### config.mk
export PLATFORM = sky130hd
export DESIGN_NAME = udp_frame_train_generator
export DESIGN_NICKNAME = d
export VERILOG_FILES = /design/src/rtl/ufg_pkg.sv /design/src/rtl/udp_frame_train_generator.sv
export SDC_FILE = /design/constraint.sdc
export NUM_CORES = 1
export LEC_CHECK = 0
export ABC_AREA = 1
export ABC_CLOCK_PERIOD_IN_PS = 46400
export BUFFER_PORTS_ARGS = -buffer_cell sky130_fd_sc_hd__buf_2
export CORE_UTILIZATION = 58
export DETAILED_ROUTE_END_ITERATION = 8
export MAX_ROUTING_LAYER = met4
export PLACE_DENSITY = 0.77
export SLEW_MARGIN = 40
export SYNTH_ARGS = -nofsm -noshare
export SYNTH_HDL_FRONTEND = slang
export SYNTH_SLANG_ARGS = --single-unit
### constraint.sdc
create_clock -name clk -period 46.4 [get_ports clk]
set_clock_uncertainty 0.05 [all_clocks]
set_input_delay 2.32 -clock clk [delete_from_list [all_inputs] [get_ports clk]]
set_output_delay 2.32 -clock clk [all_outputs]
set_load 0.02 [all_outputs]
### src/rtl/ufg_pkg.sv
// Package for the UDP frame train generator.
// Holds the phase encoding, register indexes and protocol constants.
// No dependencies.
package ufg_pkg;

	localparam int unsigned ADDR_W = 6;
	localparam int unsigned HDR_WORDS = 8;

	localparam logic [15:0] MIN_FRAME_LEN = 16'd60;
	localparam logic [15:0] MAC_HDR_LEN = 16'd14;
	localparam logic [15:0] ALL_HDR_LEN = 16'd34;
	localparam logic [15:0] ETH_TYPE_IPV4 = 16'h0800;
	localparam logic [7:0] IP_VER_IHL = 8'h45;
	localparam logic [7:0] IP_TOS = 8'h00;
	localparam logic [7:0] IP_PROTO_UDP = 8'd17;

	typedef enum logic [1:0] {
		PH_IDLE,
		PH_SEND,
		PH_GAP
	} phase_t;

	typedef enum logic [2:0] {
		REG_DEST_MAC,
		REG_SRC_MAC,
		REG_IP_ADDRESSES,
		REG_UDP_PORTS,
		REG_FRAME_LENGTH,
		REG_ID_FLAGS_TTL,
		REG_PACKET_COUNT,
		REG_GAP_TICKS
	} reg_idx_t;

endpackage

### src/rtl/udp_frame_train_generator.sv
// Top level of the UDP frame train generator: register file, train sequencer and
// header word builder. Depends on ufg_pkg.
// A result appears in the output register in the cycle after its tick transfer.
// Throughput: one tick per cycle; input is held only while the output register is full
// and out_ready is low. The header checksum is computed and latched with the start command.
// Reset clears the control state and loads the configuration reset values; no clear pass.
module udp_frame_train_generator import ufg_pkg::*; (
	input  logic                clk,
	input  logic                arst_n,
	input  logic                psel,
	input  logic                penable,
	input  logic                pwrite,
	input  logic [ADDR_W-1:0]   paddr,
	input  logic [63:0]         pwdata,
	output logic [63:0]         prdata,
	output logic                pready,
	input  logic                in_valid,
	output logic                in_ready,
	input  logic                command,
	input  logic [31:0]         stamp_seconds,
	input  logic [31:0]         stamp_nanoseconds,
	output logic                out_valid,
	input  logic                out_ready,
	output logic [63:0]         data_word,
	output logic [7:0]          byte_keep,
	output logic                last_word,
	output logic [31:0]         packet_number
);

	logic [47:0] cfg_dmac_q, cfg_smac_q;
	logic [63:0] cfg_ip_q;
	logic [31:0] cfg_ports_q;
	logic [15:0] cfg_len_q;
	logic [26:0] cfg_ift_q;
	logic [31:0] cfg_count_q, cfg_gap_q;

	logic [47:0] trn_dmac_q, trn_smac_q;
	logic [63:0] trn_ip_q;
	logic [31:0] trn_ports_q;
	logic [15:0] trn_len_q;
	logic [26:0] trn_ift_q;
	logic [31:0] trn_count_q, trn_gap_q;
	logic [12:0] trn_last_idx_q;
	logic [7:0]  trn_keep_q;

	logic [31:0] stamp_sec_q, stamp_ns_q;
	logic [15:0] trn_csum_q;

	phase_t      phase_q, phase_d;
	logic [12:0] widx_q, widx_d;
	logic [31:0] pkt_q, pkt_d;
	logic [31:0] gap_q, gap_d;

	logic        out_valid_q;
	logic [63:0] data_q;
	logic [7:0]  keep_q;
	logic        last_q;
	logic [31:0] pnum_q;

	logic        in_fire, cfg_wr, start, emit, capture, is_last;
	logic [32:0] pkt_inc;
	logic [15:0] pad_len, cfg_tot, tot_len, udp_len, ident, csum_now;
	logic [2:0]  pad_rem;
	logic [19:0] hsum;
	logic [16:0] hfold;
	logic [7:0]  hb [64];
	logic [63:0] hdr_word, word_d;

	assign pready = 1'b1;
	assign cfg_wr = psel && penable && pwrite;
	assign in_ready = !out_valid_q || out_ready;
	assign in_fire = in_valid && in_ready;

	always_ff @(posedge clk or negedge arst_n) begin
		if (!arst_n) begin
			cfg_dmac_q  <= '0;
			cfg_smac_q  <= '0;
			cfg_ip_q    <= '0;
			cfg_ports_q <= '0;
			cfg_len_q   <= MIN_FRAME_LEN;
			cfg_ift_q   <= 27'd64;
			cfg_count_q <= 32'd1;
			cfg_gap_q   <= '0;
		end else if (cfg_wr) begin
			unique case (reg_idx_t'(paddr[5:3]))
				REG_DEST_MAC:     cfg_dmac_q  <= pwdata[47:0];
				REG_SRC_MAC:      cfg_smac_q  <= pwdata[47:0];
				REG_IP_ADDRESSES: cfg_ip_q    <= pwdata;
				REG_UDP_PORTS:    cfg_ports_q <= pwdata[31:0];
				REG_FRAME_LENGTH: cfg_len_q   <= pwdata[15:0];
				REG_ID_FLAGS_TTL: cfg_ift_q   <= pwdata[26:0];
				REG_PACKET_COUNT: cfg_count_q <= pwdata[31:0];
				REG_GAP_TICKS:    cfg_gap_q   <= pwdata[31:0];
			endcase
		end
	end

	always_comb begin
		unique case (reg_idx_t'(paddr[5:3]))
			REG_DEST_MAC:     prdata = {16'd0, cfg_dmac_q};
			REG_SRC_MAC:      prdata = {16'd0, cfg_smac_q};
			REG_IP_ADDRESSES: prdata = cfg_ip_q;
			REG_UDP_PORTS:    prdata = {32'd0, cfg_ports_q};
			REG_FRAME_LENGTH: prdata = {48'd0, cfg_len_q};
			REG_ID_FLAGS_TTL: prdata = {37'd0, cfg_ift_q};
			REG_PACKET_COUNT: prdata = {32'd0, cfg_count_q};
			REG_GAP_TICKS:    prdata = {32'd0, cfg_gap_q};
		endcase
	end

	assign pad_len = (cfg_len_q < MIN_FRAME_LEN) ? MIN_FRAME_LEN : cfg_len_q;
	assign pad_rem = pad_len[2:0];
	assign cfg_tot = pad_len - MAC_HDR_LEN;

	assign hsum = 20'({IP_VER_IHL, IP_TOS}) + 20'(cfg_tot) + 20'(cfg_ift_q[26:11])
		+ 20'({cfg_ift_q[10:8], 13'd0}) + 20'({cfg_ift_q[7:0], IP_PROTO_UDP})
		+ 20'(cfg_ip_q[63:48]) + 20'(cfg_ip_q[47:32])
		+ 20'(cfg_ip_q[31:16]) + 20'(cfg_ip_q[15:0]);
	assign hfold = 17'(hsum[19:16]) + 17'(hsum[15:0]);

	always_ff @(posedge clk) begin
		if (start) begin
			trn_dmac_q     <= cfg_dmac_q;
			trn_smac_q     <= cfg_smac_q;
			trn_ip_q       <= cfg_ip_q;
			trn_ports_q    <= cfg_ports_q;
			trn_len_q      <= pad_len;
			trn_ift_q      <= cfg_ift_q;
			trn_count_q    <= cfg_count_q;
			trn_gap_q      <= cfg_gap_q;
			trn_last_idx_q <= pad_len[15:3] - ((pad_rem == 3'd0) ? 13'd1 : 13'd0);
			trn_keep_q     <= (pad_rem == 3'd0) ? 8'hFF : 8'((9'd1 << pad_rem) - 9'd1);
			trn_csum_q     <= ~hfold[15:0];
		end
		if (capture) begin
			stamp_sec_q <= stamp_seconds;
			stamp_ns_q  <= stamp_nanoseconds;
		end
	end

	assign tot_len = trn_len_q - MAC_HDR_LEN;
	assign udp_len = trn_len_q - ALL_HDR_LEN;

	assign ident = trn_ift_q[26:11] + pkt_q[15:0];
	assign csum_now = trn_csum_q - pkt_q[15:0];

	always_comb begin
		for (int i = 0; i < 64; i++) begin
			hb[i] = 8'h00;
		end
		for (int i = 0; i < 6; i++) begin
			hb[i]     = trn_dmac_q[8*(5-i) +: 8];
			hb[6 + i] = trn_smac_q[8*(5-i) +: 8];
		end
		hb[12] = ETH_TYPE_IPV4[15:8];
		hb[13] = ETH_TYPE_IPV4[7:0];
		hb[14] = IP_VER_IHL;
		hb[15] = IP_TOS;
		hb[16] = tot_len[15:8];
		hb[17] = tot_len[7:0];
		hb[18] = ident[15:8];
		hb[19] = ident[7:0];
		hb[20] = {trn_ift_q[10:8], 5'd0};
		hb[22] = trn_ift_q[7:0];
		hb[23] = IP_PROTO_UDP;
		hb[24] = csum_now[15:8];
		hb[25] = csum_now[7:0];
		for (int i = 0; i < 4; i++) begin
			hb[26 + i] = trn_ip_q[32 + 8*(3-i) +: 8];
			hb[30 + i] = trn_ip_q[8*(3-i) +: 8];
			hb[34 + i] = trn_ports_q[8*(3-i) +: 8];
			hb[42 + i] = stamp_sec_q[8*(3-i) +: 8];
			hb[46 + i] = stamp_ns_q[8*(3-i) +: 8];
		end
		hb[38] = udp_len[15:8];
		hb[39] = udp_len[7:0];
		for (int k = 0; k < 8; k++) begin
			hdr_word[8*k +: 8] = hb[{widx_q[2:0], 3'(k)}];
		end
	end

	assign is_last = (widx_q == trn_last_idx_q);
	assign pkt_inc = {1'b0, pkt_q} + 33'd1;
	assign word_d = (widx_q < 13'(HDR_WORDS)) ? hdr_word : {45'd0, widx_q, 6'd0};

	always_comb begin
		phase_d = phase_q;
		widx_d  = widx_q;
		pkt_d   = pkt_q;
		gap_d   = gap_q;
		start   = 1'b0;
		emit    = 1'b0;
		capture = 1'b0;
		if (in_fire) begin
			if (command) begin
				start   = 1'b1;
				widx_d  = '0;
				pkt_d   = '0;
				gap_d   = '0;
				phase_d = (cfg_count_q != 32'd0) ? PH_SEND : PH_IDLE;
			end else begin
				unique case (phase_q)
					PH_GAP: begin
						if (gap_q != 32'd0) begin
							gap_d = gap_q - 32'd1;
						end
						if (gap_q[31:1] == 31'd0) begin
							phase_d = PH_SEND;
							widx_d  = '0;
						end
					end
					PH_SEND: begin
						emit    = 1'b1;
						capture = (widx_q == 13'd0);
						if (is_last) begin
							pkt_d  = pkt_inc[31:0];
							widx_d = '0;
							if (pkt_inc >= {1'b0, trn_count_q}) begin
								phase_d = PH_IDLE;
							end else if (trn_gap_q != 32'd0) begin
								phase_d = PH_GAP;
								gap_d   = trn_gap_q;
							end
						end else begin
							widx_d = widx_q + 13'd1;
						end
					end
					default: begin
					end
				endcase
			end
		end
	end

	always_ff @(posedge clk or negedge arst_n) begin
		if (!arst_n) begin
			phase_q     <= PH_IDLE;
			widx_q      <= '0;
			pkt_q       <= '0;
			gap_q       <= '0;
			out_valid_q <= 1'b0;
		end else begin
			phase_q <= phase_d;
			widx_q  <= widx_d;
			pkt_q   <= pkt_d;
			gap_q   <= gap_d;
			if (in_fire) begin
				out_valid_q <= emit;
			end else if (out_ready) begin
				out_valid_q <= 1'b0;
			end
		end
	end

	always_ff @(posedge clk) begin
		if (emit) begin
			data_q <= word_d;
			keep_q <= is_last ? trn_keep_q : 8'hFF;
			last_q <= is_last;
			pnum_q <= pkt_q;
		end
	end

	assign out_valid     = out_valid_q;
	assign data_word     = data_q;
	assign byte_keep     = keep_q;
	assign last_word     = last_q;
	assign packet_number = pnum_q;

`ifndef NO_ASSERTIONS
	a_gap_nonzero: assert property (@(posedge clk) disable iff (!arst_n)
		phase_q == PH_GAP |-> gap_q != 32'd0)
		else $error("Gap phase entered with a zero gap count.");

	a_widx_bound: assert property (@(posedge clk) disable iff (!arst_n)
		phase_q == PH_SEND |-> widx_q <= trn_last_idx_q)
		else $error("Word index ran past the last word of the frame.");

	a_last_out: assert property (@(posedge clk) disable iff (!arst_n)
		in_fire && !command && phase_q == PH_SEND && is_last |=> out_valid_q && last_q)
		else $error("Final word of a frame was not marked as last.");

	a_keep_nonzero: assert property (@(posedge clk) disable iff (!arst_n)
		out_valid_q |-> keep_q[0])
		else $error("Output word carries no valid byte.");
`endif

endmodule

* Word-level counts from Yosys, hierarchy flattened *
Index checks and enable logic that the tools add are counted.

word-level totals
  register bits = 884
  input bits = 142
  output and inout bits = 172
  word-level logic and storage cells = 173

operators by class
  $add $sub $neg = 19
  order comparisons = 11
  equal/unequal tests = 16
  shift-type cells = 1
  mux-type cells = 58
  bitwise logic cells = 9
  reductions and logical operators = 28

operator list
  operator                number
  $pmux 64 s8             1
  $bmux 8 s6              8
  $mux 32                 8
  $mux 8                  16
  $reduce_bool 32->1      3
  $add 20x16->20          4
  $pmux 32 s2             1
  $ge 7x7->1 const B      8
  $not 6->7               8
  $mux 13                 3
  $add 32x1->33 const B   1
  $ge 33x32->1            1
  $sub 16x4->16 const B   2
  $sub 32x1->32 const B   1
  $logic_not 31->1        1
  $pmux 13 s2             1
  $add 19x16->20          1
  $add 18x16->19          1
  $mux 19                 1
  $add 17x16->18          1
  $add 15x16->17 const A  1
  $add 16x16->16          1
  $add 4x16->16           1
  $lt 16x6->1 const B     1
  other kinds (31)        67

* Longest topological paths before layout *
Gate-level depths: netlist of run 1.

  word-level depth = 13
  depth in mapped cells = 39
  mapped depth without buffers = 39

* Worst setup path before layout of run 1 *
Ideal clock, no wire load.

  kind = input port to flip-flop
  start = input out_ready
  end = register trn_count_q[0], enable pin
  setup time = 1.042 ns
  arrival = 16.598 ns
  required time = 45.308 ns
  setup slack = 28.710 ns
  cell stages on the path = 4
  cell sequence = inv_1 -> nand2_1 -> nand2_1 -> nor2_1

on the way
  longest elaborated chain between the ends = 3

RTL lines
  element               RTL line                          text
  from (decl)           udp_frame_train_generator.sv:23   input logic out_ready,
  $logic_or 1x1->1      udp_frame_train_generator.sv:71   assign in_ready = !out_valid_q || out_ready;
  named net in_ready    udp_frame_train_generator.sv:18   output logic in_ready,
  $logic_and 1x1->1     udp_frame_train_generator.sv:72   assign in_fire = in_valid && in_ready;
  $mux 1                udp_frame_train_generator.sv:194  if (in_fire) begin
  named net start       udp_frame_train_generator.sv:60   logic in_fire, cfg_wr, start, emit, capture, is_last;
  to (signal assigned)  udp_frame_train_generator.sv:129  trn_count_q <= cfg_count_q;
  to (decl)             udp_frame_train_generator.sv:42   logic [31:0] trn_count_q, trn_gap_q;

The timed path passes the listed nets, and every way through them passes these cells.
A chain may end at the register's enable or synchronous reset.

* Final worst setup path of run 1 *
  start = register cfg_len_q[10]
  end = register trn_csum_q[11], data pin

on the way
  longest elaborated chain between the ends = 13

RTL lines
  element                       RTL line                          text
  from (decl)                   udp_frame_train_generator.sv:33   logic [15:0] cfg_len_q;
  from (signal assigned)        udp_frame_train_generator.sv:90   REG_FRAME_LENGTH: cfg_len_q <= pwdata[15:0];
  $lt 16x6->1                   udp_frame_train_generator.sv:111  assign pad_len = (cfg_len_q < MIN_FRAME_LEN) ? MIN_FRAME_LEN : cfg_len_q;
  $mux 16                       udp_frame_train_generator.sv:111
  named net pad_len[1]          udp_frame_train_generator.sv:62   logic [15:0] pad_len, cfg_tot, tot_len, udp_len, ident, csum_now;
  $sub 16x4->16                 udp_frame_train_generator.sv:113  assign cfg_tot = pad_len - MAC_HDR_LEN;
  $add 15x16->17                udp_frame_train_generator.sv:115  assign hsum = 20'({IP_VER_IHL, IP_TOS}) + 20'(cfg_tot) + 20'(cfg_ift_q[26:11])
  $add 17x16->18                udp_frame_train_generator.sv:115
  $add 18x16->19                udp_frame_train_generator.sv:116  + 20'({cfg_ift_q[10:8], 13'd0}) + 20'({cfg_ift_q[7:0], IP_PROTO_UDP})
  $add 19x16->20                udp_frame_train_generator.sv:116
  $add 20x16->20 (2 in series)  udp_frame_train_generator.sv:117  + 20'(cfg_ip_q[63:48]) + 20'(cfg_ip_q[47:32])
  $add 20x16->20 (2 in series)  udp_frame_train_generator.sv:118  + 20'(cfg_ip_q[31:16]) + 20'(cfg_ip_q[15:0]);
  $add 4x16->16                 udp_frame_train_generator.sv:119  assign hfold = 17'(hsum[19:16]) + 17'(hsum[15:0]);
  $not 16->16                   udp_frame_train_generator.sv:133  trn_csum_q <= ~hfold[15:0];
  to (signal assigned)          udp_frame_train_generator.sv:133
  to (decl)                     udp_frame_train_generator.sv:47   logic [15:0] trn_csum_q;

The timed path passes the listed nets, and every way through them passes these cells.

==> out/qor.yml, run 1 <==
io_buffers: 309
max_slew_margin_pct: 36.0
cts_buffers: 92
drt-vias-per-instance: 6.10
num_vias: 35200
rsz0062_at_grt: "no"
io_pins: 314
cts_resized: 0
clkLatencyLatePin_ns: 0.69
synth_edf_count: 505
cp_common_cell: "nand2_1"
cts_tree: "yes"
place.gp.congestion: 1.04
crit_fanout: 6
cts-hold-fix-buffers: 0
ant_nets: 0
fin_crit_sh_pct: 18.5
finalCriticalPeriod_ns: 8.58
grt_pass1_wl_um: 226000
fin_cells: 5774
worst_setup_path_start_kind: "register"
p_leak_nw: 21.8
register_area_mm2: 0.0247
drcViolationCount: 0
power.internal_mw: 2.12
p_comb_share_pct: 51.5
multiInputGateArea_mm2: 0.0162
fillCellCount: 5886
drt_iter0_markers: 4848
max_stage_delay_ns: 0.55
dr.pass1.iters: 8
synth_cell_types: 66
ys_warn_count: 0
switching_share_pct: 47.0
syn_to_final_growth_pct: 12.7
grt_antenna_before_repair: 15
cp.buffers_inverters: 5
grt_max_degree: 109
final_core_util_pct: 66.1
ys_seq_elements: 884
hold_class: "register to register"
placed_cells: 5596
maxCapViolCount: 0
fp.dieArea_mm2: 0.0763
worstPathArrival_ns: 8.91
die_h_um: 276
cp_top_family: "adder cells"
wl_met3_um: 18200
power_frac_seq_pct: 29.8
power.switching_mw: 1.88
wire_per_inst_um: 27.3
max_slew.worst_pin.slew_ns: 0.950
worstSetupPathType: "register to register"
met1_length_um: 61800
grt_pass1_vias: 33100
layout-drive-gt1-share_pct: 14.2
fin_nets: 5056
clk_pin_slew_ns: 0.06
wl_um: 158000
core_mm2: 0.0744
clk_path_buf_depth: 3
synth.yosys.seq_area_share_pct: 56.5
pwr_density_cell_mw_per_mm2: 81.4
routed.top_layer: "met4"
row_count: 100
hpwl_um: 119000
critPathSlowestCell: "fa_1"
grt-ovfl-total: 0
slew_viol_final: 0
status: "finished clean"
clkSinkCount: 884
synthCells: 4448
worst-endpoint-required_ns: 46.73
clockRootBuffer: "clkbuf_16"
synthArstFlopShare_pct: 42.9
syn_area_per_cell_um2: 9.81
worst_setup_path_end_kind: "register"
die-width_um: 276
fin_setup_tns_ns: 0
hold_viol: 0
final_cell_mix: "889 x nand2_1, 521 x inv_1, 505 x edfxtp_1, 383 x nor2_1, 371 x dfrtp_1"
fmax_ghz: 0.117
layout_commonest_cell: "nand2_1"
synth_ff_type: "edfxtp_1"
worst_ir_drop_vdd_mv: 0.102
wl_met2_um: 67600
start_util_pct: 58.6
post_cts.repair.setup_buffers: 0
power_frac_clock_pct: 18.8
grt_use_total_pct: 42.7
synth_area_mm2: 0.0436
cts.htree.levels: 3
finalSetupViolations: 0
## cells in the mapped netlist, types with 3 or more instances
cell type / number / area (µm²)
nand2_1: 894 / 3360
inv_1: 524 / 1970
edfxtp_1: 505 / 15200
nor2_1: 390 / 1460
dfrtp_1: 373 / 9330
o21ai_0: 353 / 1770
nand3_1: 177 / 886
a21oi_1: 166 / 831
clkbuf_1: 127 / 477
ha_1: 117 / 1460
xor2_1: 80 / 701
fa_1: 76 / 1520
nand2_2: 72 / 450
o21ai_1: 64 / 320
o22ai_1: 53 / 332
nor3_1: 49 / 245
a221oi_1: 39 / 342
a22o_1: 35 / 307
nand4_1: 35 / 219
inv_2: 33 / 124
buf_2: 27 / 135
o2111ai_1: 25 / 219
or2_2: 23 / 144
a22oi_1: 21 / 158
xnor2_1: 19 / 166
nor4_1: 18 / 113
o211ai_1: 18 / 135
buf_1: 11 / 41.3
nor2_2: 11 / 68.8
a31oi_1: 10 / 62.6
nor2_4: 10 / 113
o221ai_1: 9 / 78.8
mux2i_1: 7 / 70.1
nor3_2: 7 / 70.1
a21o_1: 6 / 45.0
dfstp_2: 6 / 158
o21a_1: 6 / 45.0
o21bai_1: 5 / 37.5
a21boi_0: 4 / 30.0
buf_4: 4 / 30.0
nand3b_1: 4 / 30.0
o31ai_1: 4 / 30.0
buf_12: 3 / 60.1
nand2_4: 3 / 33.8
## power groups by stage
stage | Combinational (mW) | Clock, mW | Sequential (mW)
final | 2.06 | 0.752 | 1.19
after global routing | 2.27 | 0.782 | 1.20
after CTS | 2.01 | 0.752 | 1.18
after detailed placement | 2.00 | 0 | 1.20
after global placement | 1.98 | 0 | 1.20
after floorplan | 1.39 | 0 | 1.15
## through the flow
step	instance area, µm²	power (mW)	setup WS (ns)	hold slack (ns)
5_1_grt	49200	4.24	37.34	0.403
4_1_cts	49100	3.95	37.95	0.388
6_report	49200	4.00	37.82	0.393
3_5_place_dp	46100	3.20	38.02	0.380
2_1_floorplan	43600	2.53	28.71	0.375
3_3_place_gp	46000	3.18	38.02	0.377
## worst paths after layout
path	start	end	cells after the start	slack, ns
hold / removal	cfg_dmac_q[23]	trn_dmac_q[23]	0	0.39
setup reg to reg	cfg_len_q[10]	trn_csum_q[11]	36	37.82
setup / recovery	cfg_len_q[10]	trn_csum_q[11]	36	37.82
max in group asynchronous	arst_n	cfg_ip_q[16]	3	42.98
min in group asynchronous	arst_n	cfg_dmac_q[22]	1	1.59
hold reg to reg	cfg_dmac_q[23]	trn_dmac_q[23]	0	0.39
## flip-flops by register name, summed over array words and instances, names as in the netlist, 48 cells and up
register    flops
trn_dmac_q     48
trn_ip_q       64
cfg_ip_q       64
trn_smac_q     48
cfg_dmac_q     48
data_word      64
cfg_smac_q     48
## logic make-up (layout without fill, tap and decap cells)
group                      Yosys count  after routing  share of synthesized area (%)
buffers and inverters              732           1081                           6.54
xor gates and xnor gates           100            100                           2.03
AOI/OAI and AO/OA                  822            822                           10.9
other                                1              9                        0.00860
and+or+nand+nor                   1709           1709                           16.9
adders and majority gates          193            193                           6.84
muxes                                7              7                          0.161
DFF                                884            884                           56.5
## per-layer routing
layer  vias to the layer above  global-route usage (%)
li1                      15500                       -
met1                     17000                    57.9
met2                      2337                    60.1
met3                       389                    8.88
met4                         0                    23.8
met5                         -                       -
## layout make-up
class	count	area share (%)
sequential	884	50.1
tap	969	2.47
clock inverter	41	0.972
timing repair buffer	351	3.88
inverter	559	4.27
antenna	7	0.0356
clock buffer	130	5.26
multi-input combinational	2833	33.0
## worst reg2reg max path, delay by kind of cell (launching register included)
family          cells  cell delay (ns)
simple gates       20             2.88
buf+inv             5             0.63
compound gates      1             0.45
xor+xnor            3             0.83
flops               1             0.51
fa+ha+maj           7             2.91
No activity file was read; power rests on OpenSTA's default activity.
==> run 2: changes to the inputs <==
--- a/config.mk
+++ b/config.mk
@@ -6,7 +6,7 @@
 export NUM_CORES = 1
 export LEC_CHECK = 0
 export ABC_AREA = 1
-export ABC_CLOCK_PERIOD_IN_PS = 46400
+export ABC_CLOCK_PERIOD_IN_PS = 8300
 export BUFFER_PORTS_ARGS = -buffer_cell sky130_fd_sc_hd__buf_2
 export CORE_UTILIZATION = 58
 export DETAILED_ROUTE_END_ITERATION = 8
==> constraint.sdc (replaced) <==
create_clock -name clk -period 8.3 [get_ports clk]
set_clock_uncertainty 0.05 [all_clocks]
set_input_delay 0.415 -clock clk [delete_from_list [all_inputs] [get_ports clk]]
set_output_delay 0.415 -clock clk [all_outputs]
set_load 0.02 [all_outputs]
==> out/qor.yml, run 2 (synthesis gave the netlist of run 1 again) <==
grt-ovfl-total: 0  # unchanged
cts_tree: "yes"
max_slew.worst_pin.slew_ns: 0.895  # -0.0548 ns
worstSetupPathType: "register to register"
max_slew_margin_pct: 40.1  # +4.1 points
layout_commonest_cell: "nand2_1"
cts.htree.levels: 3  # unchanged
io_pins: 314  # unchanged
hold_class: "input pin to register"
power.total_mw: 22.4  # +460%
clk_pin_slew_ns: 0.07  # about the same
wl_um: 161000  # +1.9%
die-width_um: 276  # unchanged
fin_crit_sh_pct: 94.7  # +76 points
start_util_pct: 58.6  # unchanged
fp.dieArea_mm2: 0.0763  # unchanged
final_area_mm2: 0.0508  # +3.3%
die_h_um: 276  # unchanged
final_cell_mix: "888 x nand2_1, 521 x inv_1, 505 x edfxtp_1, 384 x nor2_1, 371 x dfrtp_1"
worst_ir_drop_vdd_mv: 0.494  # +390%
grt_pass1_wl_um: 230000  # +1.4%
slew_viol_final: 0  # unchanged
worst_setup_path_end_kind: "register"
num_vias: 36200  # +2.7%
worstPathArrival_ns: 8.22  # -0.69 ns
placed_cell_area_mm2: 0.0462  # +0.29%
grt_pass1_vias: 33700  # +1.8%
drt-vias-per-instance: 6.12  # +0.25%
worst-endpoint-required_ns: 8.66  # -38.07 ns
cp.buffers_inverters: 5  # unchanged
cts_resized: 0  # unchanged
ant_nets: 0  # unchanged
fillCellCount: 5598  # -4.9%
core_mm2: 0.0744  # unchanged
holdWs_ns: 0.0285  # -0.364 ns
post_cts.repair.setup_buffers: 0  # unchanged
fmax_ghz: 0.127  # +9.2%
rsz0062_at_grt: "no"
worst_setup_path_start_kind: "register"
critPathSlowestCell: "fa_1"
wire_per_inst_um: 27.2  # -0.48%
row_count: 100  # unchanged
placed_cells: 5603  # +0.13%
pwr_density_cell_mw_per_mm2: 440  # +440%
fin_setup_tns_ns: 0  # unchanged
finalSetupViolations: 0  # unchanged
clkSinkCount: 884  # unchanged
dr.pass1.iters: 7  # -1
place.gp.congestion: 1.03  # -1.1%
cp_common_cell: "nand2_1"
cts_buffers: 92  # unchanged
finalCriticalPeriod_ns: 7.86  # -0.723 ns
layout-drive-gt1-share_pct: 14.3  # +0.11 points
grt_antenna_before_repair: 14  # -1
clk_path_buf_depth: 3  # unchanged
maxCapViolCount: 0  # unchanged
fin_nets: 5191  # +2.7%
cp_top_family: "adder cells"
drcViolationCount: 0  # unchanged
fin_cells: 5914  # +2.4%
hold_viol: 0  # unchanged
hpwl_um: 118000  # -0.39%
drt_iter0_markers: 5535  # +14%
status: "finished clean"
grt_use_total_pct: 43.3  # +0.60 points
clockRootBuffer: "clkbuf_16"
crit_fanout: 6  # unchanged
grt_max_degree: 151  # +39%
syn_to_final_growth_pct: 16.5
max_stage_delay_ns: 0.54  # about the same
p_leak_nw: 22.5  # +3.3%
io_buffers: 309  # unchanged
clkLatencyLatePin_ns: 0.69  # about the same
-- run 2: cell count changes in the layout (fill, tap and decap cells not counted), sizes merged --
cell,delta
clkinv,+2
diode,+2
clkinvlp,+2
clkbuf,-6
dlygate4sd3,+125
buf,+9
bufinv,+6
-- run 2: path summary, 6_finish.rpt --
check	start	slack (ns)	depth (start not counted)	to
max in group asynchronous	arst_n	6.00	5	cfg_ift_q[2]
hold / removal	pwdata[53]	0.03	3	cfg_ip_q[53]
setup reg to reg	cfg_len_q[10]	0.44	36	trn_csum_q[14]
hold reg to reg	cfg_dmac_q[21]	0.39	0	trn_dmac_q[21]
min in group asynchronous	arst_n	0.21	2	pkt_q[25]
setup / recovery	cfg_len_q[10]	0.44	36	trn_csum_q[14]
-- run 2: metal layers --
layer  wire length [µm]  track usage (%)
met4               8980             20.7
met5                  0                -
met3              20300             10.4
met1              60700             57.7
met2              70900             62.6
-- run 2: stage by stage --
step | setup slack [ns] | util, %
final | 0.442 | 68.3
after global routing | 0.0284 | 68.3
after CTS | 0.538 | 68.1
after detailed placement | 0.610 | 62.1
after global placement | 0.639 | 61.9
after floorplan | 1.20 | -
-- run 2: report_power, final --
group	internal (mW)	switching, mW	total [mW]	leakage, nW
logic	3.69	7.58	11.3	11.5
clock network	2.56	1.87	4.43	1.58
registers	5.86	0.795	6.65	9.44
-- run 2: layout make-up --
| cell class | instances | area (µm²) | share of cell area [%] |
|---|---|---|---|
| inverter | 559 | 2100 | 4.13 |
| tap | 969 | 1210 | 2.39 |
| sequential | 884 | 24700 | 48.5 |
| clock buffer | 123 | 2580 | 5.07 |
| antenna | 9 | 22.5 | 0.0443 |
| clock inverter | 51 | 684 | 1.35 |
| timing repair buffer | 486 | 3350 | 6.59 |
| multi-input combinational | 2833 | 16200 | 31.9 |
-- run 2: worst register-to-register path: cells and delay by family (launching register included) --
family	cells	cell delay [ns]
fa+ha+maj	8	3.12
simple gates	17	2.31
compound gates	4	0.75
buf+inv	5	0.52
flops	1	0.43
xor+xnor	2	0.40
-- run 2: repair_timing --
| item | CTS | global route |
|---|---|---|
| endpoints found under the setup margin | 0 | 0 |
| endpoints found under the hold margin | 213 | 0 |
| hold buffers | 125 | 0 |
